**src/rtl/pts_pkg.sv**
```systemverilog
// ----------------------------------------------------------------------------
// pts_pkg: shared constants, types and helpers of the periodic tick scheduler
// Slot table size, field widths, opcodes and the command word that the
// front end hands to the execution engine.
// ----------------------------------------------------------------------------
package pts_pkg;

    localparam int SLOTS       = 32;
    localparam int SLOT_W      = (SLOTS > 1) ? $clog2(SLOTS) : 1;
    localparam int MAX_OUT     = 32;
    localparam int NCNT_W      = $clog2(MAX_OUT + 1);
    localparam int MS_TO_US    = 1000;
    localparam int OP_W        = 2;
    localparam int PMS_W       = 22;
    localparam int TIME_W      = 32;
    localparam int SLOT_IN_W   = 5;
    localparam int PERIOD_W    = 31;
    localparam int PROD_W      = 32;
    localparam int QUEUE_DEPTH = 2;

    localparam logic [OP_W-1:0] OP_ADD    = 2'd0;
    localparam logic [OP_W-1:0] OP_HANDLE = 2'd1;
    localparam logic [OP_W-1:0] OP_REPORT = 2'd2;

    typedef enum logic [1:0] {
        KIND_ADD,
        KIND_HANDLE,
        KIND_REPORT,
        KIND_NONE
    } kind_t;

    typedef struct packed {
        kind_t                 kind;
        logic [PERIOD_W-1:0]   period_us;
        logic [TIME_W-1:0]     now_us;
        logic [SLOT_IN_W-1:0]  slot;
        logic                  slot_in_range;
        logic                  keep;
    } cmd_t;

    // low five bits of a table index, as carried on the result channel
    function automatic logic [SLOT_IN_W-1:0] slot_code(input logic [SLOT_W-1:0] idx);
        logic [SLOT_W+SLOT_IN_W-1:0] wide;
        wide = {{SLOT_IN_W{1'b0}}, idx};
        return wide[SLOT_IN_W-1:0];
    endfunction

    // table index named by a reported slot number
    function automatic logic [SLOT_W-1:0] slot_index(input logic [SLOT_IN_W-1:0] s);
        logic [SLOT_W+SLOT_IN_W-1:0] wide;
        wide = {{SLOT_W{1'b0}}, s};
        return wide[SLOT_W-1:0];
    endfunction

endpackage

```
**src/rtl/pts_if.sv**
```systemverilog
// ----------------------------------------------------------------------------
// pts_if: channel interfaces of the periodic tick scheduler
// Command channel into the block and event channel out of it, both
// valid/ready with source and sink modports.
// ----------------------------------------------------------------------------
interface pts_cmd_if;
    import pts_pkg::*;

    logic                  valid;
    logic                  ready;
    logic [OP_W-1:0]       op;
    logic [PMS_W-1:0]      period_ms;
    logic [TIME_W-1:0]     now_us;
    logic [SLOT_IN_W-1:0]  slot;
    logic                  keep;

    modport source (output valid, op, period_ms, now_us, slot, keep, input ready);
    modport sink   (input valid, op, period_ms, now_us, slot, keep, output ready);
endinterface

interface pts_evt_if;
    import pts_pkg::*;

    logic                  valid;
    logic                  ready;
    logic                  ok;
    logic [SLOT_IN_W-1:0]  slot_out;
    logic                  last;

    modport source (output valid, ok, slot_out, last, input ready);
    modport sink   (input valid, ok, slot_out, last, output ready);
endinterface

```
**src/rtl/pts_ram.sv**
```systemverilog
// ----------------------------------------------------------------------------
// pts_ram: generic single-write, single-read RAM
// One write port and one read port, read data registered.
// ----------------------------------------------------------------------------
module pts_ram #(
    parameter int WIDTH = 32,
    parameter int DEPTH = 32
) (
    input  logic                                        clk,
    input  logic                                        we,
    input  logic [((DEPTH > 1) ? $clog2(DEPTH) : 1)-1:0] waddr,
    input  logic [WIDTH-1:0]                            wdata,
    input  logic [((DEPTH > 1) ? $clog2(DEPTH) : 1)-1:0] raddr,
    output logic [WIDTH-1:0]                            rdata
);

    logic [WIDTH-1:0] mem [DEPTH];

    always_ff @(posedge clk)
    begin
        if (we)
        begin
            mem[waddr] <= wdata;
        end
        rdata <= mem[raddr];
    end

endmodule

```
**src/rtl/pts_front.sv**
```systemverilog
// ----------------------------------------------------------------------------
// pts_front: command intake and classification
// Registers each command transaction, decodes the opcode, range-checks the
// slot and converts the period to saturated microseconds.
// ----------------------------------------------------------------------------
module pts_front (
    input  logic           clk,
    input  logic           rst_n,
    pts_cmd_if.sink        cmd,
    output logic           push_valid,
    input  logic           push_ready,
    output pts_pkg::cmd_t  push_data
);
    import pts_pkg::*;

    typedef struct packed {
        logic [OP_W-1:0]       op;
        logic [PMS_W-1:0]      period_ms;
        logic [TIME_W-1:0]     now_us;
        logic [SLOT_IN_W-1:0]  slot;
        logic                  keep;
    } raw_t;

    logic              stage_valid_reg;
    logic              stage_valid_next;
    raw_t              stage_reg;
    raw_t              stage_next;
    logic              accept;
    logic [PROD_W-1:0] prod;

    assign cmd.ready = !stage_valid_reg || push_ready;
    assign accept    = cmd.valid && cmd.ready;

    always_comb
    begin
        stage_valid_next = stage_valid_reg;
        stage_next       = stage_reg;
        if (accept)
        begin
            stage_valid_next = 1'b1;
            stage_next       = '{op: cmd.op, period_ms: cmd.period_ms, now_us: cmd.now_us,
                                 slot: cmd.slot, keep: cmd.keep};
        end
        else if (push_ready)
        begin
            stage_valid_next = 1'b0;
        end
    end

    always_ff @(posedge clk or negedge rst_n)
    begin
        if (!rst_n)
        begin
            stage_valid_reg <= 1'b0;
            stage_reg       <= '0;
        end
        else
        begin
            stage_valid_reg <= stage_valid_next;
            stage_reg       <= stage_next;
        end
    end

    // 22 x 10 bit product fits in 32 bits; top bit set means over 2^31-1
    assign prod = PROD_W'(stage_reg.period_ms) * PROD_W'(MS_TO_US);

    always_comb
    begin
        push_data.period_us     = prod[PROD_W-1] ? {PERIOD_W{1'b1}} : prod[PERIOD_W-1:0];
        push_data.now_us        = stage_reg.now_us;
        push_data.slot          = stage_reg.slot;
        push_data.keep          = stage_reg.keep;
        push_data.slot_in_range = (32'(stage_reg.slot) < 32'(SLOTS));
        unique case (stage_reg.op)
            OP_ADD:    push_data.kind = KIND_ADD;
            OP_HANDLE: push_data.kind = KIND_HANDLE;
            OP_REPORT: push_data.kind = KIND_REPORT;
            default:   push_data.kind = KIND_NONE;
        endcase
    end

    assign push_valid = stage_valid_reg;

endmodule

```
**src/rtl/pts_queue.sv**
```systemverilog
// ----------------------------------------------------------------------------
// pts_queue: command queue between front end and engine
// Small register FIFO so that intake and execution stall independently.
// ----------------------------------------------------------------------------
module pts_queue (
    input  logic           clk,
    input  logic           rst_n,
    input  logic           push_valid,
    output logic           push_ready,
    input  pts_pkg::cmd_t  push_data,
    output logic           pop_valid,
    input  logic           pop_ready,
    output pts_pkg::cmd_t  pop_data
);
    import pts_pkg::*;

    localparam int QW = (QUEUE_DEPTH > 1) ? $clog2(QUEUE_DEPTH) : 1;
    localparam int QC = $clog2(QUEUE_DEPTH + 1);

    cmd_t          entry_reg [QUEUE_DEPTH];
    logic [QW-1:0] wr_ptr_reg;
    logic [QW-1:0] wr_ptr_next;
    logic [QW-1:0] rd_ptr_reg;
    logic [QW-1:0] rd_ptr_next;
    logic [QC-1:0] count_reg;
    logic [QC-1:0] count_next;
    logic          do_push;
    logic          do_pop;

    assign push_ready = (count_reg != QC'(QUEUE_DEPTH));
    assign pop_valid  = (count_reg != '0);
    assign pop_data   = entry_reg[rd_ptr_reg];
    assign do_push    = push_valid && push_ready;
    assign do_pop     = pop_valid && pop_ready;

    always_comb
    begin
        wr_ptr_next = wr_ptr_reg;
        rd_ptr_next = rd_ptr_reg;
        count_next  = count_reg;
        if (do_push)
        begin
            wr_ptr_next = (wr_ptr_reg == QW'(QUEUE_DEPTH - 1)) ? '0 : wr_ptr_reg + 1'b1;
        end
        if (do_pop)
        begin
            rd_ptr_next = (rd_ptr_reg == QW'(QUEUE_DEPTH - 1)) ? '0 : rd_ptr_reg + 1'b1;
        end
        if (do_push && !do_pop)
        begin
            count_next = count_reg + 1'b1;
        end
        else if (do_pop && !do_push)
        begin
            count_next = count_reg - 1'b1;
        end
    end

    always_ff @(posedge clk or negedge rst_n)
    begin
        if (!rst_n)
        begin
            wr_ptr_reg <= '0;
            rd_ptr_reg <= '0;
            count_reg  <= '0;
        end
        else
        begin
            wr_ptr_reg <= wr_ptr_next;
            rd_ptr_reg <= rd_ptr_next;
            count_reg  <= count_next;
        end
    end

    always_ff @(posedge clk)
    begin
        if (do_push)
        begin
            entry_reg[wr_ptr_reg] <= push_data;
        end
    end

endmodule

```
**src/rtl/pts_engine.sv**
```systemverilog
// ----------------------------------------------------------------------------
// pts_engine: slot table and command execution
// Holds the armed/pending bits and the deadline and period RAMs, runs the
// free-slot scan for add, the earliest-deadline passes for handle and the
// re-arm for report with keep, and drives the event output register.
// ----------------------------------------------------------------------------
module pts_engine (
    input  logic           clk,
    input  logic           rst_n,
    input  logic           pop_valid,
    output logic           pop_ready,
    input  pts_pkg::cmd_t  pop_data,
    pts_evt_if.source      evt
);
    import pts_pkg::*;

    typedef enum logic [2:0] {
        S_IDLE,
        S_ADD_SCAN,
        S_HND_SCAN,
        S_HND_FLUSH,
        S_REP_READ,
        S_POST
    } state_t;

    localparam logic [SLOT_W-1:0] LAST_IDX = SLOT_W'(SLOTS - 1);

    state_t                state_reg, state_next;
    state_t                ret_reg, ret_next;
    cmd_t                  cmd_reg, cmd_next;
    logic [SLOTS-1:0]      armed_reg, armed_next;
    logic [SLOTS-1:0]      pending_reg, pending_next;
    logic [TIME_W-1:0]     handle_time_reg, handle_time_next;
    logic [SLOT_W-1:0]     idx_reg, idx_next;
    logic                  iss_done_reg, iss_done_next;
    logic                  chk_valid_reg, chk_valid_next;
    logic [SLOT_W-1:0]     chk_idx_reg, chk_idx_next;
    logic                  best_found_reg, best_found_next;
    logic [SLOT_W-1:0]     best_idx_reg, best_idx_next;
    logic [TIME_W-1:0]     best_dl_reg, best_dl_next;
    logic                  held_valid_reg, held_valid_next;
    logic [SLOT_W-1:0]     held_idx_reg, held_idx_next;
    logic [NCNT_W-1:0]     n_reg, n_next;
    logic                  res_ok_reg, res_ok_next;
    logic [SLOT_IN_W-1:0]  res_slot_reg, res_slot_next;
    logic                  res_last_reg, res_last_next;
    logic                  out_valid_reg, out_valid_next;
    logic                  out_ok_reg, out_ok_next;
    logic [SLOT_IN_W-1:0]  out_slot_reg, out_slot_next;
    logic                  out_last_reg, out_last_next;

    logic                  dl_we;
    logic [SLOT_W-1:0]     dl_waddr;
    logic [TIME_W-1:0]     dl_wdata;
    logic [TIME_W-1:0]     dl_rdata;
    logic                  pr_we;
    logic [PERIOD_W-1:0]   pr_rdata;

    logic                  out_free;
    logic                  due;
    logic                  cand;
    logic                  f_found;
    logic [SLOT_W-1:0]     f_idx;
    logic [TIME_W-1:0]     f_dl;
    logic [NCNT_W-1:0]     n_inc;
    logic [SLOT_W-1:0]     rep_idx;
    logic [SLOT_W-1:0]     pop_idx;

    pts_ram #(.WIDTH(TIME_W), .DEPTH(SLOTS)) u_deadline_ram (
        .clk   (clk),
        .we    (dl_we),
        .waddr (dl_waddr),
        .wdata (dl_wdata),
        .raddr (idx_reg),
        .rdata (dl_rdata)
    );

    pts_ram #(.WIDTH(PERIOD_W), .DEPTH(SLOTS)) u_period_ram (
        .clk   (clk),
        .we    (pr_we),
        .waddr (idx_reg),
        .wdata (cmd_reg.period_us),
        .raddr (pop_idx),
        .rdata (pr_rdata)
    );

    assign pop_idx   = slot_index(pop_data.slot);
    assign rep_idx   = slot_index(cmd_reg.slot);
    assign pop_ready = (state_reg == S_IDLE);
    assign out_free  = !out_valid_reg || evt.ready;

    assign evt.valid    = out_valid_reg;
    assign evt.ok       = out_ok_reg;
    assign evt.slot_out = out_slot_reg;
    assign evt.last     = out_last_reg;

    // deadline at chk_idx_reg: due when time is past it as signed values
    assign due     = ($signed(cmd_reg.now_us) > $signed(dl_rdata));
    assign cand    = chk_valid_reg && armed_reg[chk_idx_reg] && due
                     && (!best_found_reg || (dl_rdata < best_dl_reg));
    assign f_found = best_found_reg || cand;
    assign f_idx   = cand ? chk_idx_reg : best_idx_reg;
    assign f_dl    = cand ? dl_rdata : best_dl_reg;
    assign n_inc   = n_reg + 1'b1;

    always_comb
    begin
        state_next       = state_reg;
        ret_next         = ret_reg;
        cmd_next         = cmd_reg;
        armed_next       = armed_reg;
        pending_next     = pending_reg;
        handle_time_next = handle_time_reg;
        idx_next         = idx_reg;
        iss_done_next    = iss_done_reg;
        chk_valid_next   = chk_valid_reg;
        chk_idx_next     = chk_idx_reg;
        best_found_next  = best_found_reg;
        best_idx_next    = best_idx_reg;
        best_dl_next     = best_dl_reg;
        held_valid_next  = held_valid_reg;
        held_idx_next    = held_idx_reg;
        n_next           = n_reg;
        res_ok_next      = res_ok_reg;
        res_slot_next    = res_slot_reg;
        res_last_next    = res_last_reg;
        out_valid_next   = out_valid_reg;
        out_ok_next      = out_ok_reg;
        out_slot_next    = out_slot_reg;
        out_last_next    = out_last_reg;
        dl_we            = 1'b0;
        dl_waddr         = idx_reg;
        dl_wdata         = cmd_reg.now_us + {1'b0, cmd_reg.period_us};
        pr_we            = 1'b0;

        if (evt.ready)
        begin
            out_valid_next = 1'b0;
        end

        unique case (state_reg)
            S_IDLE:
            begin
                if (pop_valid)
                begin
                    cmd_next = pop_data;
                    ret_next = S_IDLE;
                    unique case (pop_data.kind)
                        KIND_ADD:
                        begin
                            idx_next   = '0;
                            state_next = S_ADD_SCAN;
                        end
                        KIND_HANDLE:
                        begin
                            handle_time_next = pop_data.now_us;
                            n_next           = '0;
                            held_valid_next  = 1'b0;
                            idx_next         = '0;
                            iss_done_next    = 1'b0;
                            chk_valid_next   = 1'b0;
                            best_found_next  = 1'b0;
                            state_next       = S_HND_SCAN;
                        end
                        KIND_REPORT:
                        begin
                            res_slot_next = pop_data.slot;
                            res_last_next = 1'b1;
                            if (pop_data.slot_in_range && pending_reg[pop_idx])
                            begin
                                pending_next[pop_idx] = 1'b0;
                                res_ok_next           = 1'b1;
                                state_next = pop_data.keep ? S_REP_READ : S_POST;
                            end
                            else
                            begin
                                res_ok_next = 1'b0;
                                state_next  = S_POST;
                            end
                        end
                        KIND_NONE:
                        begin
                            res_ok_next   = 1'b0;
                            res_slot_next = '0;
                            res_last_next = 1'b1;
                            state_next    = S_POST;
                        end
                    endcase
                end
            end

            S_ADD_SCAN:
            begin
                ret_next = S_IDLE;
                if (!armed_reg[idx_reg] && !pending_reg[idx_reg])
                begin
                    dl_we               = 1'b1;
                    pr_we               = 1'b1;
                    armed_next[idx_reg] = 1'b1;
                    res_ok_next         = 1'b1;
                    res_slot_next       = slot_code(idx_reg);
                    res_last_next       = 1'b1;
                    state_next          = S_POST;
                end
                else if (idx_reg == LAST_IDX)
                begin
                    res_ok_next   = 1'b0;
                    res_slot_next = '0;
                    res_last_next = 1'b1;
                    state_next    = S_POST;
                end
                else
                begin
                    idx_next = idx_reg + 1'b1;
                end
            end

            S_HND_SCAN:
            begin
                // read issue runs ahead of the compare, which sees each read in the next cycle
                chk_valid_next  = !iss_done_reg;
                chk_idx_next    = idx_reg;
                if (!iss_done_reg)
                begin
                    if (idx_reg == LAST_IDX)
                    begin
                        iss_done_next = 1'b1;
                    end
                    else
                    begin
                        idx_next = idx_reg + 1'b1;
                    end
                end
                best_found_next = f_found;
                best_idx_next   = f_idx;
                best_dl_next    = f_dl;

                if (chk_valid_reg && chk_idx_reg == LAST_IDX)
                begin
                    // pass done; next pass starts from a clean scan
                    idx_next        = '0;
                    iss_done_next   = 1'b0;
                    chk_valid_next  = 1'b0;
                    best_found_next = 1'b0;
                    if (f_found)
                    begin
                        armed_next[f_idx]   = 1'b0;
                        pending_next[f_idx] = 1'b1;
                        n_next              = n_inc;
                        held_valid_next     = 1'b1;
                        held_idx_next       = f_idx;
                        ret_next = (n_inc == NCNT_W'(MAX_OUT)) ? S_HND_FLUSH : S_HND_SCAN;
                        if (held_valid_reg)
                        begin
                            res_ok_next   = 1'b1;
                            res_slot_next = slot_code(held_idx_reg);
                            res_last_next = 1'b0;
                            state_next    = S_POST;
                        end
                        else if (n_inc == NCNT_W'(MAX_OUT))
                        begin
                            state_next = S_HND_FLUSH;
                        end
                    end
                    else if (held_valid_reg)
                    begin
                        state_next = S_HND_FLUSH;
                    end
                    else
                    begin
                        res_ok_next   = 1'b0;
                        res_slot_next = '0;
                        res_last_next = 1'b1;
                        ret_next      = S_IDLE;
                        state_next    = S_POST;
                    end
                end
            end

            S_HND_FLUSH:
            begin
                res_ok_next   = 1'b1;
                res_slot_next = slot_code(held_idx_reg);
                res_last_next = 1'b1;
                ret_next      = S_IDLE;
                state_next    = S_POST;
            end

            S_REP_READ:
            begin
                dl_we               = 1'b1;
                dl_waddr            = rep_idx;
                dl_wdata            = handle_time_reg + {1'b0, pr_rdata};
                armed_next[rep_idx] = 1'b1;
                ret_next            = S_IDLE;
                state_next          = S_POST;
            end

            S_POST:
            begin
                if (out_free)
                begin
                    out_valid_next = 1'b1;
                    out_ok_next    = res_ok_reg;
                    out_slot_next  = res_slot_reg;
                    out_last_next  = res_last_reg;
                    state_next     = ret_reg;
                end
            end

            default:
            begin
                state_next = S_IDLE;
            end
        endcase
    end

    always_ff @(posedge clk or negedge rst_n)
    begin
        if (!rst_n)
        begin
            state_reg       <= S_IDLE;
            ret_reg         <= S_IDLE;
            cmd_reg         <= '0;
            armed_reg       <= '0;
            pending_reg     <= '0;
            handle_time_reg <= '0;
            idx_reg         <= '0;
            iss_done_reg    <= 1'b0;
            chk_valid_reg   <= 1'b0;
            chk_idx_reg     <= '0;
            best_found_reg  <= 1'b0;
            best_idx_reg    <= '0;
            best_dl_reg     <= '0;
            held_valid_reg  <= 1'b0;
            held_idx_reg    <= '0;
            n_reg           <= '0;
            res_ok_reg      <= 1'b0;
            res_slot_reg    <= '0;
            res_last_reg    <= 1'b0;
            out_valid_reg   <= 1'b0;
            out_ok_reg      <= 1'b0;
            out_slot_reg    <= '0;
            out_last_reg    <= 1'b0;
        end
        else
        begin
            state_reg       <= state_next;
            ret_reg         <= ret_next;
            cmd_reg         <= cmd_next;
            armed_reg       <= armed_next;
            pending_reg     <= pending_next;
            handle_time_reg <= handle_time_next;
            idx_reg         <= idx_next;
            iss_done_reg    <= iss_done_next;
            chk_valid_reg   <= chk_valid_next;
            chk_idx_reg     <= chk_idx_next;
            best_found_reg  <= best_found_next;
            best_idx_reg    <= best_idx_next;
            best_dl_reg     <= best_dl_next;
            held_valid_reg  <= held_valid_next;
            held_idx_reg    <= held_idx_next;
            n_reg           <= n_next;
            res_ok_reg      <= res_ok_next;
            res_slot_reg    <= res_slot_next;
            res_last_reg    <= res_last_next;
            out_valid_reg   <= out_valid_next;
            out_ok_reg      <= out_ok_next;
            out_slot_reg    <= out_slot_next;
            out_last_reg    <= out_last_next;
        end
    end

endmodule

```
**src/rtl/periodic_tick_scheduler.sv**
```systemverilog
// ----------------------------------------------------------------------------
// periodic_tick_scheduler: table of periodic tick slots
// Adds ticks, reports due ticks in deadline order and re-arms or frees them.
//
//   channel  dir  handshake    payload
//   cmd      in   valid/ready  op, period_ms, now_us, slot, keep
//   evt      out  valid/ready  ok, slot_out, last
//
// Commands pass the front stage register, then a queue entry, to the engine.
// Add: a free-slot scan tries slots in index order, up to SLOTS of them.
// Handle: earliest-deadline passes through the single deadline RAM read port,
// one pass per due slot plus a final empty pass, which is skipped once
// MAX_OUT slots have come out. Reset clears all slot bits; no clearing pass.
// Either side may stall; cmd is taken until front stage and queue are full.
// ----------------------------------------------------------------------------
module periodic_tick_scheduler (
    input  logic  clk,
    input  logic  rst_n,
    pts_cmd_if.sink   cmd,
    pts_evt_if.source evt
);
    import pts_pkg::*;

    logic  push_valid;
    logic  push_ready;
    cmd_t  push_data;
    logic  pop_valid;
    logic  pop_ready;
    cmd_t  pop_data;

    pts_front u_front (
        .clk        (clk),
        .rst_n      (rst_n),
        .cmd        (cmd),
        .push_valid (push_valid),
        .push_ready (push_ready),
        .push_data  (push_data)
    );

    pts_queue u_queue (
        .clk        (clk),
        .rst_n      (rst_n),
        .push_valid (push_valid),
        .push_ready (push_ready),
        .push_data  (push_data),
        .pop_valid  (pop_valid),
        .pop_ready  (pop_ready),
        .pop_data   (pop_data)
    );

    pts_engine u_engine (
        .clk       (clk),
        .rst_n     (rst_n),
        .pop_valid (pop_valid),
        .pop_ready (pop_ready),
        .pop_data  (pop_data),
        .evt       (evt)
    );

endmodule
```
**src/flat_wrapper.sv**
```systemverilog
// flat-port wrapper written by rule: the top's interface ports become plain ports
module periodic_tick_scheduler_flat import pts_pkg::*;
  (clk, rst_n, cmd_valid, cmd_op, cmd_period_ms, cmd_now_us, cmd_slot, cmd_keep, cmd_ready, evt_valid, evt_ok, evt_slot_out, evt_last, evt_ready);
  pts_cmd_if cmd_i ();
  pts_evt_if evt_i ();
  input  logic clk;
  input  logic rst_n;
  input wire logic [$bits(cmd_i.valid)-1:0] cmd_valid;
  input wire logic [$bits(cmd_i.op)-1:0] cmd_op;
  input wire logic [$bits(cmd_i.period_ms)-1:0] cmd_period_ms;
  input wire logic [$bits(cmd_i.now_us)-1:0] cmd_now_us;
  input wire logic [$bits(cmd_i.slot)-1:0] cmd_slot;
  input wire logic [$bits(cmd_i.keep)-1:0] cmd_keep;
  output wire logic [$bits(cmd_i.ready)-1:0] cmd_ready;
  output wire logic [$bits(evt_i.valid)-1:0] evt_valid;
  output wire logic [$bits(evt_i.ok)-1:0] evt_ok;
  output wire logic [$bits(evt_i.slot_out)-1:0] evt_slot_out;
  output wire logic [$bits(evt_i.last)-1:0] evt_last;
  input wire logic [$bits(evt_i.ready)-1:0] evt_ready;
  assign cmd_i.valid = cmd_valid;
  assign cmd_i.op = cmd_op;
  assign cmd_i.period_ms = cmd_period_ms;
  assign cmd_i.now_us = cmd_now_us;
  assign cmd_i.slot = cmd_slot;
  assign cmd_i.keep = cmd_keep;
  assign cmd_ready = cmd_i.ready;
  assign evt_valid = evt_i.valid;
  assign evt_ok = evt_i.ok;
  assign evt_slot_out = evt_i.slot_out;
  assign evt_last = evt_i.last;
  assign evt_i.ready = evt_ready;
  periodic_tick_scheduler u_core (.clk(clk), .rst_n(rst_n), .cmd(cmd_i), .evt(evt_i));
endmodule
```
**config.mk**
```make
export PLATFORM = sky130hd
export DESIGN_NAME = periodic_tick_scheduler_flat
export DESIGN_NICKNAME = d
export VERILOG_FILES = /design/src/rtl/pts_pkg.sv /design/src/rtl/pts_if.sv /design/src/rtl/pts_ram.sv /design/src/rtl/pts_front.sv /design/src/rtl/pts_queue.sv /design/src/rtl/pts_engine.sv /design/src/rtl/periodic_tick_scheduler.sv /design/src/flat_wrapper.sv
export SDC_FILE = /design/constraint.sdc
export NUM_CORES = 2
export LEC_CHECK = 0
export BUFFER_PORTS_ARGS = -buffer_cell sky130_fd_sc_hd__buf_2
export CAP_MARGIN = 20
export CORE_MARGIN = 2
export CORE_UTILIZATION = 59
export CTS_BUF_LIST = sky130_fd_sc_hd__clkbuf_4
export CTS_CLUSTER_DIAMETER = 120
export DETAILED_ROUTE_END_ITERATION = 7
export PLACE_DENSITY_LB_ADDON = 0.15
export SLEW_MARGIN = 20
export SYNTH_ARGS = -nofsm -noshare
export SYNTH_HDL_FRONTEND = slang
export SYNTH_HIERARCHICAL = 1
export SYNTH_SLANG_ARGS = --single-unit
export TNS_END_PERCENT = 100
```
**constraint.sdc**
```tcl
create_clock -name clk -period 5.2 [get_ports clk]
set_input_delay 0.78 -clock clk [delete_from_list [all_inputs] [get_ports clk]]
set_output_delay 0.78 -clock clk [all_outputs]
set_load 0.03 [all_outputs]
```
==> results.toml <==
[placed_design]
dpl.hpwl_um = 169000
place_ws_ps = -47.1
dpl.cell_count = 9717
numPortBuffers = 74
place.gp.congestion = 0.929

[logic_synthesis]
synth_edf_count = 2160
netlist_area_um2 = 109000
yosysUniqueCellTypes = 95
synth_area_per_cell_um2 = 14.9
synth_area_leaders = "edfxtp_1 59%, mux2i_1 9.7%, dfrtp_1 7.2%"
synth_top_flop_cell = "edfxtp_1"
synth_area_leader_cell = "edfxtp_1"
ys_warn_count = 6
async_reset_ff_frac = 0.123
ys_seq_area_frac = 0.678
synthCells = 7304
yosysTopAreaCellShare = 0.595
synth_common_cells = "2160 x edfxtp_1, 1062 x mux2i_1, 642 x nand2_1"
yosysMostFrequentCell = "edfxtp_1"
ys_ff_latch = 2536
syn_nets = 7649

[detailed_routing]
ant_nets = 0
via_count = 66452
routed_wl_um = 285000
drt_iter0_markers = 6378
first_pass_iters = 6
wl_per_cell_um = 26.1
drc = 0
viasPerCell = 6.10

[cells_and_area]
fillerInstances = 12975
largest_reg_flops = 1024
layout.cells.non_filler = 10902
syn2layout_area_growth_pct = 12.2
final_util = 0.668
drive_gt1_frac = 0.204
layout.nets = 8328

[worst_setup_path]
cp_data_arrival_time_ps = 6170
startpoint_type = "flip-flop"
path_cells = "inv_1, fa_1, fa_1, fa_1, fa_1, inv_1, ha_1, buf_4, a21oi_1, o21ai_1, o31a_1, o21a_1, o21ai_0, a21oi_1, o31ai_1"
worst_path_largest_cell_delay_ps = 540
crit_required_ps = 6370
endpoint_kind = "flip-flop"
critPathBufInv = 3
crit_path_top_delay_cell = "fa_1"
crit_fanout = 5
cp_top_family = "adder cells"
path_class = "reg -> reg"
cpMostUsedCell = "fa_1"

[sta]
min_period_over_period = 0.962
layout_setup_ws_ps = 199
hold_violations = 0
fin_crit_ps = 5000
max_freq_ghz = 0.200
final_max_slew_viol_count = 0
finalSetupViolCount = 0
slew_headroom = 0.249
fin_skew_ps = 120
tightest_slew_ps = 1130

[cts]
clk_pin_slew_worst_paths_ps = 70
clock_path_buffers = 4
root_buffer = "clkbuf_4"
htreeDepth = 6
tritoncts = "built"
cts_sinks = 2536
cts_inserted_buffers = 649
clock_latency_ps = 1450

[die]
rows = 157
dieArea_um2 = 188000
initial_utilization = 0.595
die_y_um = 434
core_area_um2 = 183000
die_x_um = 434
io_pins = 75

[run_status]
outcome = "completed"

[global_routing]
antenna_found_initial = 9
grt_max_degree = 124
grt_pass1_wl_um = 419000
grt_pass1_vias = 66217
track_usage = 0.303
grt.overflow.total = 0

[hold_path]
hp-class = "in -> reg"

[flow_run]
drv_cap = 0
## worst reg2reg max path, delay by kind of cell (launching register included)
kind	cells	cell delay [ps]
AOI/OAI and AO/OA	7	1670
DFF	1	390
adders and majority gates	5	2250
buffers and inverters	3	460
## placed cells by master, fill, tap and decap left out, drive strengths merged, types with 199 or more instances in the layout
cell and n:
nand3 252, ha 199, buf 368, nand2 642, a21oi 344, clkbuf 962
mux2i 1067, edfxtp 2160, dfrtp 313, inv 248
## metal layers
layer	global-route usage	vias up	wire, um
met1	0.395	33598	113000
met5	0	-	50
met3	0.0588	590	21900
li1	-	29374	-
met2	0.503	2882	140000
met4	0.119	8	10100
## timing repair
action,4_1_cts,5_1_grt
gates resized for setup,1,3
hold buffers,71,0
setup endpoints to repair,21,50
cloned,1,0
pin swaps,1,3
endpoints found under the hold margin,188,0
buffers inserted,0,6
## final timing paths
kind	cells past startpoint	slack, ps	startpoint	endpoint
min reg2reg	0	460	u_core/u_front/push_data[19]$_DFFE_PN0P_	u_core/u_queue/entry_reg[1][19]$_DFFE_PP_
min	3	170	cmd_now_us[18]	u_core/u_front/push_data[25]$_DFFE_PN0P_
max in group asynchronous	4	3600	rst_n	u_core/u_engine/handle_time_reg[1]$_DFFE_PN0P_
max	15	200	u_core/u_front/stage_reg[43]$_DFFE_PN0P_	u_core/u_queue/entry_reg[0][67]$_DFFE_PP_
min in group asynchronous	3	500	rst_n	u_core/u_front/push_data[16]$_DFFE_PN0P_
max reg2reg	15	200	u_core/u_front/stage_reg[43]$_DFFE_PN0P_	u_core/u_queue/entry_reg[0][67]$_DFFE_PP_
## final cells by class
class                           instances  area [um^2]  area share
Clock buffer                          962         7220      0.0590
Multi-Input combinational cell       4120        32600       0.266
Inverter                              238          897     0.00733
Timing Repair Buffer                  438         3850      0.0315
Clock inverter                        140          788     0.00644
Tap cell                             2464         3080      0.0252
Antenna cell                            4         10.0   0.0000818
Sequential cell                      2536        74000       0.604
## cells by family (layout without fill, tap and decap cells)
family | count (synthesis) | count (layout) | share of synthesized area
other cells | 1 | 5 | 0.0000344
flops | 2536 | 2536 | 0.678
compound gates | 1137 | 1137 | 0.0681
xor+xnor | 78 | 79 | 0.00644
mux | 1256 | 1256 | 0.123
buf+inv | 649 | 1778 | 0.0304
fa+ha+maj | 279 | 279 | 0.0375
simple gates | 1368 | 1368 | 0.0565
## through the flow
| stage | setup TNS [ps] | area [um^2] | hold slack [ps] |
|---|---|---|---|
| 2_1_floorplan | 0 | 109000 | 444 |
| 3_3_place_gp | 0 | 114000 | 444 |
| 3_5_place_dp | -549 | 114000 | 453 |
| 4_1_cts | 0 | 122000 | 1.04 |
| 5_1_grt | -42.9 | 122000 | 54.8 |
| 6_report | 0 | 122000 | 168 |
Power is left out: the tool's default activity adds up to more than one toggle a clock period on the data nets, which glitch-free logic cannot reach.
